--- src/rtl/core/dpd_pkg.sv ---
// shared constants, mode codes and types of the date period distance block
package dpd_pkg;

  // field widths
  localparam int unsigned ModeW  = 3;
  localparam int unsigned YearW  = 14;
  localparam int unsigned MonthW = 4;
  localparam int unsigned DayW   = 5;
  localparam int unsigned HourW  = 5;
  localparam int unsigned MinW   = 6;
  localparam int unsigned DistW  = 31;

  // day number and week quotient widths (signed)
  localparam int unsigned JW = 25;
  localparam int unsigned QW = 22;

  // period mode codes
  localparam logic [ModeW-1:0] MODE_MONTHS = 3'd0;
  localparam logic [ModeW-1:0] MODE_WEEKS  = 3'd1;
  localparam logic [ModeW-1:0] MODE_DAYS   = 3'd2;
  localparam logic [ModeW-1:0] MODE_SHIFTS = 3'd3;
  localparam logic [ModeW-1:0] MODE_SLOTS  = 3'd4;

  // day number offsets
  localparam logic signed [JW-1:0] DAY_BASE  = 25'sd1721115;
  localparam logic signed [JW-1:0] WEEK_BASE = 25'sd2440591;

  // reciprocal for floor(x / 100), exact for 0 <= x < 2^14
  localparam logic [12:0] CENT_RECIP = 13'd5243;
  localparam int unsigned CENT_SHIFT = 19;

  // reciprocal for floor(x / 7), exact for 0 <= x < 2^23
  localparam logic [23:0] WEEK_RECIP = 24'd9586981;
  localparam int unsigned WEEK_SHIFT = 26;

  // floor((36700 * month - 104595) / 1200) for every 4-bit month code
  localparam logic signed [9:0] MONTH_OFFSET [16] = '{
    -10'sd88, -10'sd57, -10'sd26, 10'sd4,   10'sd35,  10'sd65,  10'sd96,  10'sd126,
    10'sd157, 10'sd188, 10'sd218, 10'sd249, 10'sd279, 10'sd310, 10'sd341, 10'sd371
  };

  // load enables for the two day number stages
  typedef struct packed {
    logic s1;
    logic s2;
  } stage_ld_t;

endpackage

--- src/rtl/core/date_period_distance.sv ---
// date period distance top level: input register, day number pipeline, result register
//
// Takes a period mode and two dates (year, month, day, hour, minute) and returns the
// signed distance from the first date to the second in months, 7-day weeks, days,
// 8-hour shifts or 10-minute slots; mode codes 5 to 7 give zero. The block is a
// five-register pipeline (input register, two day number stages, week division
// stage, result register) that can take one item every cycle while the output
// is not stalled. Each stage holds its item while the next is full, so a stall
// on the output backs up stage by stage and the input stalls only once all five
// registers are occupied.
module date_period_distance (
  input  logic                                 clk_i,
  input  logic                                 rst_ni,
  input  logic                                 in_valid_i,
  output logic                                 in_stall_o,
  input  logic [dpd_pkg::ModeW-1:0]            period_mode_i,
  input  logic [dpd_pkg::YearW-1:0]            first_year_i,
  input  logic [dpd_pkg::MonthW-1:0]           first_month_i,
  input  logic [dpd_pkg::DayW-1:0]             first_day_i,
  input  logic [dpd_pkg::HourW-1:0]            first_hour_i,
  input  logic [dpd_pkg::MinW-1:0]             first_minute_i,
  input  logic [dpd_pkg::YearW-1:0]            second_year_i,
  input  logic [dpd_pkg::MonthW-1:0]           second_month_i,
  input  logic [dpd_pkg::DayW-1:0]             second_day_i,
  input  logic [dpd_pkg::HourW-1:0]            second_hour_i,
  input  logic [dpd_pkg::MinW-1:0]             second_minute_i,
  output logic                                 out_valid_o,
  input  logic                                 out_stall_i,
  output logic signed [dpd_pkg::DistW-1:0]     distance_o
);
  import dpd_pkg::*;

  localparam int unsigned NumStages = 5;

  // pipeline control
  logic [NumStages-1:0] valid_q;
  logic [NumStages-1:0] ready;
  logic [NumStages-1:0] ld;
  stage_ld_t            day_ld;

  // input register
  logic [ModeW-1:0]  mode0_q;
  logic [YearW-1:0]  y1_q, y2_q;
  logic [MonthW-1:0] m1_q, m2_q;
  logic [DayW-1:0]   d1_q, d2_q;
  logic [HourW-1:0]  h1_q, h2_q;
  logic [MinW-1:0]   n1_q, n2_q;

  // side terms that do not need the day number
  logic signed [14:0] year_diff;
  logic signed [4:0]  month_diff;
  logic signed [5:0]  hour_diff;
  logic [13:0]        n1_prod, n2_prod;
  logic signed [19:0] mdist_d;
  logic signed [2:0]  hq_d;
  logic signed [8:0]  st_d;

  logic [ModeW-1:0]   mode1_q, mode2_q, mode3_q;
  logic signed [19:0] mdist1_q, mdist2_q, mdist3_q;
  logic signed [2:0]  hq1_q, hq2_q, hq3_q;
  logic signed [8:0]  st1_q, st2_q, st3_q;

  // day numbers and week quotients
  logic signed [JW-1:0] j1, j2, w1, w2;
  logic signed [QW-1:0] q1, q2;
  logic signed [JW-1:0] dj3_q;

  // result
  logic signed [31:0]      dj32;
  logic signed [31:0]      dist32;
  logic signed [DistW-1:0] dist_q;

  // ready chain from the output back to the input
  always_comb begin
    ready[NumStages-1] = !valid_q[NumStages-1] || !out_stall_i;
    for (int k = NumStages - 2; k >= 0; k--) begin
      ready[k] = !valid_q[k] || ready[k+1];
    end
  end

  assign ld         = ready & {valid_q[NumStages-2:0], in_valid_i};
  assign in_stall_o = !ready[0];
  assign day_ld     = '{s1: ld[1], s2: ld[2]};

  always_ff @(posedge clk_i or negedge rst_ni) begin
    if (!rst_ni) begin
      valid_q <= '0;
    end else begin
      if (ready[0]) begin
        valid_q[0] <= in_valid_i;
      end
      for (int k = 1; k < NumStages; k++) begin
        if (ready[k]) begin
          valid_q[k] <= valid_q[k-1];
        end
      end
    end
  end

  // input register
  always_ff @(posedge clk_i) begin
    if (ld[0]) begin
      mode0_q <= period_mode_i;
      y1_q    <= first_year_i;
      m1_q    <= first_month_i;
      d1_q    <= first_day_i;
      h1_q    <= first_hour_i;
      n1_q    <= first_minute_i;
      y2_q    <= second_year_i;
      m2_q    <= second_month_i;
      d2_q    <= second_day_i;
      h2_q    <= second_hour_i;
      n2_q    <= second_minute_i;
    end
  end

  // month, shift and slot terms
  always_comb begin
    year_diff  = $signed({1'b0, y2_q}) - $signed({1'b0, y1_q});
    month_diff = $signed({1'b0, m2_q}) - $signed({1'b0, m1_q});
    hour_diff  = $signed({1'b0, h2_q}) - $signed({1'b0, h1_q});
    mdist_d    = 20'(year_diff) * 20'sd12 + 20'(month_diff);
    hq_d       = $signed({1'b0, h2_q[4:3]}) - $signed({1'b0, h1_q[4:3]});
    // minute / 10 as a multiply by 205 / 2048
    n1_prod    = 14'(n1_q) * 14'd205;
    n2_prod    = 14'(n2_q) * 14'd205;
    st_d       = 9'(hour_diff) * 9'sd6 + $signed({6'd0, n2_prod[13:11]})
                 - $signed({6'd0, n1_prod[13:11]});
  end

  // side terms travel alongside the day number stages
  always_ff @(posedge clk_i) begin
    if (ld[1]) begin
      mode1_q  <= mode0_q;
      mdist1_q <= mdist_d;
      hq1_q    <= hq_d;
      st1_q    <= st_d;
    end
    if (ld[2]) begin
      mode2_q  <= mode1_q;
      mdist2_q <= mdist1_q;
      hq2_q    <= hq1_q;
      st2_q    <= st1_q;
    end
    if (ld[3]) begin
      mode3_q  <= mode2_q;
      mdist3_q <= mdist2_q;
      hq3_q    <= hq2_q;
      st3_q    <= st2_q;
      dj3_q    <= j2 - j1;
    end
  end

  dpd_day_number u_day_first (
    .clk_i      (clk_i),
    .ld_i       (day_ld),
    .year_i     (y1_q),
    .month_i    (m1_q),
    .day_i      (d1_q),
    .day_num_o  (j1),
    .week_rel_o (w1)
  );

  dpd_day_number u_day_second (
    .clk_i      (clk_i),
    .ld_i       (day_ld),
    .year_i     (y2_q),
    .month_i    (m2_q),
    .day_i      (d2_q),
    .day_num_o  (j2),
    .week_rel_o (w2)
  );

  dpd_week_quot u_week_first (
    .clk_i  (clk_i),
    .ld_i   (ld[3]),
    .rel_i  (w1),
    .quot_o (q1)
  );

  dpd_week_quot u_week_second (
    .clk_i  (clk_i),
    .ld_i   (ld[3]),
    .rel_i  (w2),
    .quot_o (q2)
  );

  // pick the distance for the mode
  always_comb begin
    dj32 = 32'(dj3_q);
    unique case (mode3_q)
      MODE_MONTHS: dist32 = 32'(mdist3_q);
      MODE_WEEKS:  dist32 = 32'(q2) - 32'(q1);
      MODE_DAYS:   dist32 = dj32;
      MODE_SHIFTS: dist32 = dj32 * 32'sd3 + 32'(hq3_q);
      MODE_SLOTS:  dist32 = dj32 * 32'sd144 + 32'(st3_q);
      default:     dist32 = '0;
    endcase
  end

  // result register
  always_ff @(posedge clk_i) begin
    if (ld[4]) begin
      dist_q <= dist32[DistW-1:0];
    end
  end

  assign out_valid_o = valid_q[NumStages-1];
  assign distance_o  = dist_q;

  // input stalls only when every stage holds an item and the output is stalled
  a_stall_full : assert property (@(posedge clk_i) disable iff (!rst_ni)
    in_stall_o |-> (&valid_q) && out_stall_i)
    else $error("input stalled with a free pipeline stage");

  // a new result only follows an item in the week stage
  a_out_source : assert property (@(posedge clk_i) disable iff (!rst_ni)
    $rose(out_valid_o) |-> $past(valid_q[NumStages-2]))
    else $error("result appeared without a preceding item");

  // unused mode codes give zero
  a_unused_zero : assert property (@(posedge clk_i) disable iff (!rst_ni)
    ld[4] && !(mode3_q == MODE_MONTHS || mode3_q == MODE_WEEKS || mode3_q == MODE_DAYS ||
               mode3_q == MODE_SHIFTS || mode3_q == MODE_SLOTS)
    |=> distance_o == '0)
    else $error("unused mode code gave a nonzero distance");

endmodule

--- src/rtl/core/dpd_day_number.sv ---
// two-stage day number pipeline for one calendar date
module dpd_day_number (
  input  logic                                clk_i,
  input  dpd_pkg::stage_ld_t                  ld_i,
  input  logic [dpd_pkg::YearW-1:0]           year_i,
  input  logic [dpd_pkg::MonthW-1:0]          month_i,
  input  logic [dpd_pkg::DayW-1:0]            day_i,
  output logic signed [dpd_pkg::JW-1:0]       day_num_o,
  output logic signed [dpd_pkg::JW-1:0]       week_rel_o
);
  import dpd_pkg::*;

  logic signed [14:0]   iy;
  logic [26:0]          cent_prod;
  logic signed [8:0]    cent_d, cent_q;
  logic signed [23:0]   part_a_d, part_a_q;
  logic signed [17:0]   iy3;
  logic signed [16:0]   part_b_d, part_b_q;
  logic signed [10:0]   cent3;
  logic signed [JW-1:0] day_num_d;

  // stage 1: adjusted year, century, year terms
  always_comb begin
    iy        = $signed({1'b0, year_i}) - ((month_i < 4'd3) ? 15'sd1 : 15'sd0);
    cent_prod = 27'(iy[13:0]) * 27'(CENT_RECIP);
    // january or february of year zero gives century minus one
    cent_d    = iy[14] ? -9'sd1 : $signed({1'b0, cent_prod[CENT_SHIFT +: 8]});
    part_a_d  = $signed(24'(year_i) * 24'd367 + 24'(day_i)) + 24'(MONTH_OFFSET[month_i]);
    // ceil(3x/4) = floor((3x+3)/4)
    iy3       = 18'(iy) * 18'sd3 + 18'sd3;
    part_b_d  = 17'(iy) + 17'(iy3 >>> 2);
  end

  always_ff @(posedge clk_i) begin
    if (ld_i.s1) begin
      cent_q   <= cent_d;
      part_a_q <= part_a_d;
      part_b_q <= part_b_d;
    end
  end

  // stage 2: final day number and its offset from the week origin
  always_comb begin
    cent3     = (11'(cent_q) * 11'sd3 + 11'sd3) >>> 2;
    day_num_d = 25'(part_a_q) - 25'(part_b_q) - 25'(cent3) + DAY_BASE;
  end

  always_ff @(posedge clk_i) begin
    if (ld_i.s2) begin
      day_num_o  <= day_num_d;
      week_rel_o <= day_num_d - WEEK_BASE;
    end
  end

endmodule

--- src/rtl/core/dpd_week_quot.sv ---
// registered truncating division by seven of a day offset
module dpd_week_quot (
  input  logic                          clk_i,
  input  logic                          ld_i,
  input  logic signed [dpd_pkg::JW-1:0] rel_i,
  output logic signed [dpd_pkg::QW-1:0] quot_o
);
  import dpd_pkg::*;

  logic               neg;
  logic [22:0]        mag;
  logic [46:0]        prod;
  logic [20:0]        quot_mag;
  logic signed [QW-1:0] quot_d;

  // divide the magnitude, then restore the sign (rounds toward zero)
  always_comb begin
    neg      = rel_i[JW-1];
    mag      = neg ? 23'(-rel_i) : 23'(rel_i);
    prod     = 47'(mag) * 47'(WEEK_RECIP);
    quot_mag = prod[WEEK_SHIFT +: 21];
    quot_d   = neg ? -$signed({1'b0, quot_mag}) : $signed({1'b0, quot_mag});
  end

  always_ff @(posedge clk_i) begin
    if (ld_i) begin
      quot_o <= quot_d;
    end
  end

endmodule
--- config.mk ---
export PLATFORM = sky130hd
export DESIGN_NAME = date_period_distance
export DESIGN_NICKNAME = d
export VERILOG_FILES = /design/src/rtl/core/dpd_pkg.sv /design/src/rtl/core/date_period_distance.sv /design/src/rtl/core/dpd_day_number.sv /design/src/rtl/core/dpd_week_quot.sv
export SDC_FILE = /design/constraint.sdc
export NUM_CORES = 2
export LEC_CHECK = 0
export BUFFER_PORTS_ARGS = -buffer_cell sky130_fd_sc_hd__buf_2
export CAP_MARGIN = 20
export CELL_PAD_IN_SITES_DETAIL_PLACEMENT = 1
export CELL_PAD_IN_SITES_GLOBAL_PLACEMENT = 1
export CORE_ASPECT_RATIO = 1.75
export CORE_MARGIN = 8
export CORE_UTILIZATION = 48
export CTS_CLUSTER_DIAMETER = 200
export DETAILED_ROUTE_END_ITERATION = 7
export GPL_ROUTABILITY_DRIVEN = 0
export PLACE_DENSITY = 0.79
export SYNTH_ARGS = -nofsm -noshare
export SYNTH_HDL_FRONTEND = slang
export SYNTH_SLANG_ARGS = --single-unit
export TNS_END_PERCENT = 50
--- constraint.sdc ---
create_clock -name clk_i -period 9.1 [get_ports clk_i]
set_input_delay 1.365 -clock clk_i [delete_from_list [all_inputs] [get_ports clk_i]]
set_output_delay 1.365 -clock clk_i [all_outputs]
set_load 0.02 [all_outputs]
==> impl_metrics.ini <==
[worst_setup_path]
slowest_stage = fa_1
rrSetupSlack_ns = -0.73
reg2reg_from = u_day_second.week_rel_o[0]$_DFFE_PP_
critPathLaunchType = flip-flop
r2r_cells = 33
crit_path_frequent_cell = fa_1
crit_fanout = 4
critPathKind = reg2reg
cp.arrival_ns = 10.21
cp.required_ns = 9.47
rr_endpoint = u_week_second.quot_o[17]$_DFFE_PP_
crit_path_max_incr_delay_ns = 0.57
end_kind = flip-flop

[clock_network]
numCtsBuffers = 49
cts_max_level = 2
cts_buffer_depth = 3
clkLatencyLatePin_ns = 0.63
clkTransAtPathRegs_ns = 0.07
cts_root_buf = clkbuf_16
cts_tree = done
clkSinkCount = 479
cts_hold_buf = 0

[drt]
initialDrtViolationCount = 1794
drc = 0
wl_met2_mm = 100
drt_pass1_iterations = 5
top_layer = met4
ant_nets = 0
wl_per_cell_um = 21.3
vias_per_cell = 5.57
drt-met1-wl_mm = 63.1
num_vias = 47500
routed_wl_mm = 182
wl_met3_mm = 4.30

[die]
core_area_um2 = 134000
ioPinCount = 108
rows = 178
die_h_um = 501
dieArea_um2 = 147000
fp.dieW_um = 293
start_util_pct = 48.1

[timing]
timing.final.crit_share_pct = 108
fin_ws_ns = -0.735
tightest_slew_ns = 1.06
clock_skew_ns = 0.0318
final_hold_viol_count = 0
slew_violations = 0
fmax_mhz = 102
relSlewSlack_pct = 28.7
grt_setup_unrepaired = yes
post-route-min-period_ns = 9.83
finalSetupViolCount = 17

[logic_synthesis]
synth_cell_types = 85
synth_seq_cells = 479
synth_top_area_share_pct = 25.7
netlist_top_cells_area = ha_1 26%, edfxtp_1 22%, fa_1 18%
synth_ff_type = edfxtp_1
avgSynthCellArea_um2 = 10.1
yosys.area.top_type = ha_1
ys_warn_count = 0
synthCells = 6396
synth-seq-area-share_pct = 22.3
synth-async-reset-ratio_pct = 1.04
netlist_area_um2 = 64400
synth_edf_count = 474
synth_nets = 8378

[finish]
drive_gt1_share_pct = 7.67
nFillCells = 14800
final_common_cell = ha_1
areaGrowthSynthToFinish_pct = 9.58
fin_cells = 8530
final_cell_mix = 1,314 x ha_1, 1,306 x inv_1, 585 x fa_1, 474 x edfxtp_1, 341 x xnor2_1
final_nets = 8674
regArea_um2 = 14400
multi_input_comb_area_um2 = 45400

[run_status]
status = complete, but fails checks
failed_checks = setup timing

[min_path]
hold_class = reg2reg
hold_start = mdist1_q[2]$_DFFE_PP_
whs_path_depth = 0
min_to = mdist2_q[2]$_DFFE_PP_

[run]
drv_cap = 0

[global_route]
grt_pass1_wl_mm = 288
grt_pass1_vias = 54800
grt_usage_pct = 24.6
antenna_found_initial = 2
grt_max_degree = 80
grt.overflow.total = 0

[placed_design]
place_inst = 8399
hpwl_mm = 153
port_buffers = 107
worst max path at each step:
stage / startpoint / end / slack, ns / cells after the start
2_1_floorplan: u_day_second.week_rel_o[0]$_DFFE_PP_ / u_week_second.quot_o[21]$_SDFFCE_PN0P_ / -0.25 / 34
3_3_place_gp: u_day_second.week_rel_o[1]$_DFFE_PP_ / u_week_second.quot_o[21]$_SDFFCE_PN0P_ / -0.45 / 34
3_5_place_dp: u_day_second.week_rel_o[0]$_DFFE_PP_ / u_week_second.quot_o[21]$_SDFFCE_PN0P_ / -0.70 / 33
4_1_cts: u_day_second.week_rel_o[1]$_DFFE_PP_ / u_week_second.quot_o[17]$_DFFE_PP_ / -0.53 / 33
5_1_grt: u_day_second.week_rel_o[0]$_DFFE_PP_ / u_week_second.quot_o[17]$_DFFE_PP_ / -0.96 / 33
6_report: u_day_second.week_rel_o[0]$_DFFE_PP_ / u_week_second.quot_o[17]$_DFFE_PP_ / -0.73 / 33
what timing repair did:
action,CTS,global route
resized for setup,58,29
pin swaps,21,9
setup endpoints to repair,18,31
endpoints found under the hold margin,0,0
setup buffers,37,5
critical path, delay by kind of cell (launching register included):
family	cells	cell delay, ns
fa+ha+maj	9	3.51
simple gates	8	2.87
compound gates	10	2.18
flops	1	0.42
xor+xnor	3	0.37
buf+inv	3	0.21
cell families (layout without fill, tap and decap cells):
| group | after synthesis | in the layout | share of synthesized area [%] |
|---|---|---|---|
| compound gates | 1086 | 1086 | 11.0 |
| xor+xnor | 480 | 480 | 6.53 |
| fa+ha+maj | 1907 | 1907 | 43.9 |
| buf+inv | 1361 | 1694 | 7.95 |
| flops | 479 | 479 | 22.3 |
| mux | 30 | 30 | 0.517 |
| other cells | 0 | 1 | 0 |
| simple gates | 1053 | 1053 | 7.84 |
cells in the mapped netlist (41+ instances only):
master,instances
ha_1,1321
inv_1,1309
fa_1,586
edfxtp_1,474
xnor2_1,347
a21oi_1,308
nor2_1,283
nand2_1,273
o21ai_0,207
xor2_1,133
a21o_1,113
nor3_1,96
nand3_1,87
nor2b_1,61
nand2b_1,49
a31oi_1,45
and3_1,45
o21a_1,43
clkbuf_1,42
o21bai_1,41
sequential cells by signal, indices dropped and copies added (netlist names), 14 cells and up:
register / count
distance_o: 31
dj3_q: 25
u_day_first.day_num_o: 25
u_day_second.day_num_o: 25
u_day_first.part_a_q: 24
u_day_first.week_rel_o: 24
u_day_second.part_a_q: 24
u_day_second.week_rel_o: 24
u_week_first.quot_o: 22
u_week_second.quot_o: 22
mdist1_q: 20
mdist2_q: 20
mdist3_q: 20
u_day_first.part_b_q: 17
u_day_second.part_b_q: 17
y1_q: 14
y2_q: 14
metal layers:
| layer | vias to the layer above | GRT usage [%] |
|---|---|---|
| met3 | 561 | 2.13 |
| met1 | 23800 | 23.5 |
| met4 | 0 | 16.1 |
| li1 | 22300 | - |
| met5 | - | 0 |
| met2 | 910 | 49.1 |
area by class of cell:
class / instances / area share (%)
diodes: 1 / 0.00355
clock buffers: 60 / 1.84
clock inverters: 28 / 0.431
inverters: 1310 / 6.97
multi-input cells: 4556 / 64.4
flip-flops and latches: 479 / 20.4
well taps: 1800 / 3.19
repair buffers: 296 / 2.81
per-stage QoR:
step	setup slack, ns	setup TNS, ns	area, um2	utilization [%]	hold slack (ns)
4_1_cts	-0.529	-5.18	70300	52.6	0.418
3_3_place_gp	-0.449	-3.48	68200	50.9	0.402
3_5_place_dp	-0.700	-7.01	68200	50.9	0.406
6_report	-0.735	-9.73	70600	52.7	0.418
2_1_floorplan	-0.247	-1.55	64400	-	0.400
5_1_grt	-0.956	-14.88	70600	52.7	0.419
Power is not shown: default switching activity piles up to over one toggle a cycle in this logic, so the estimate is an artifact.
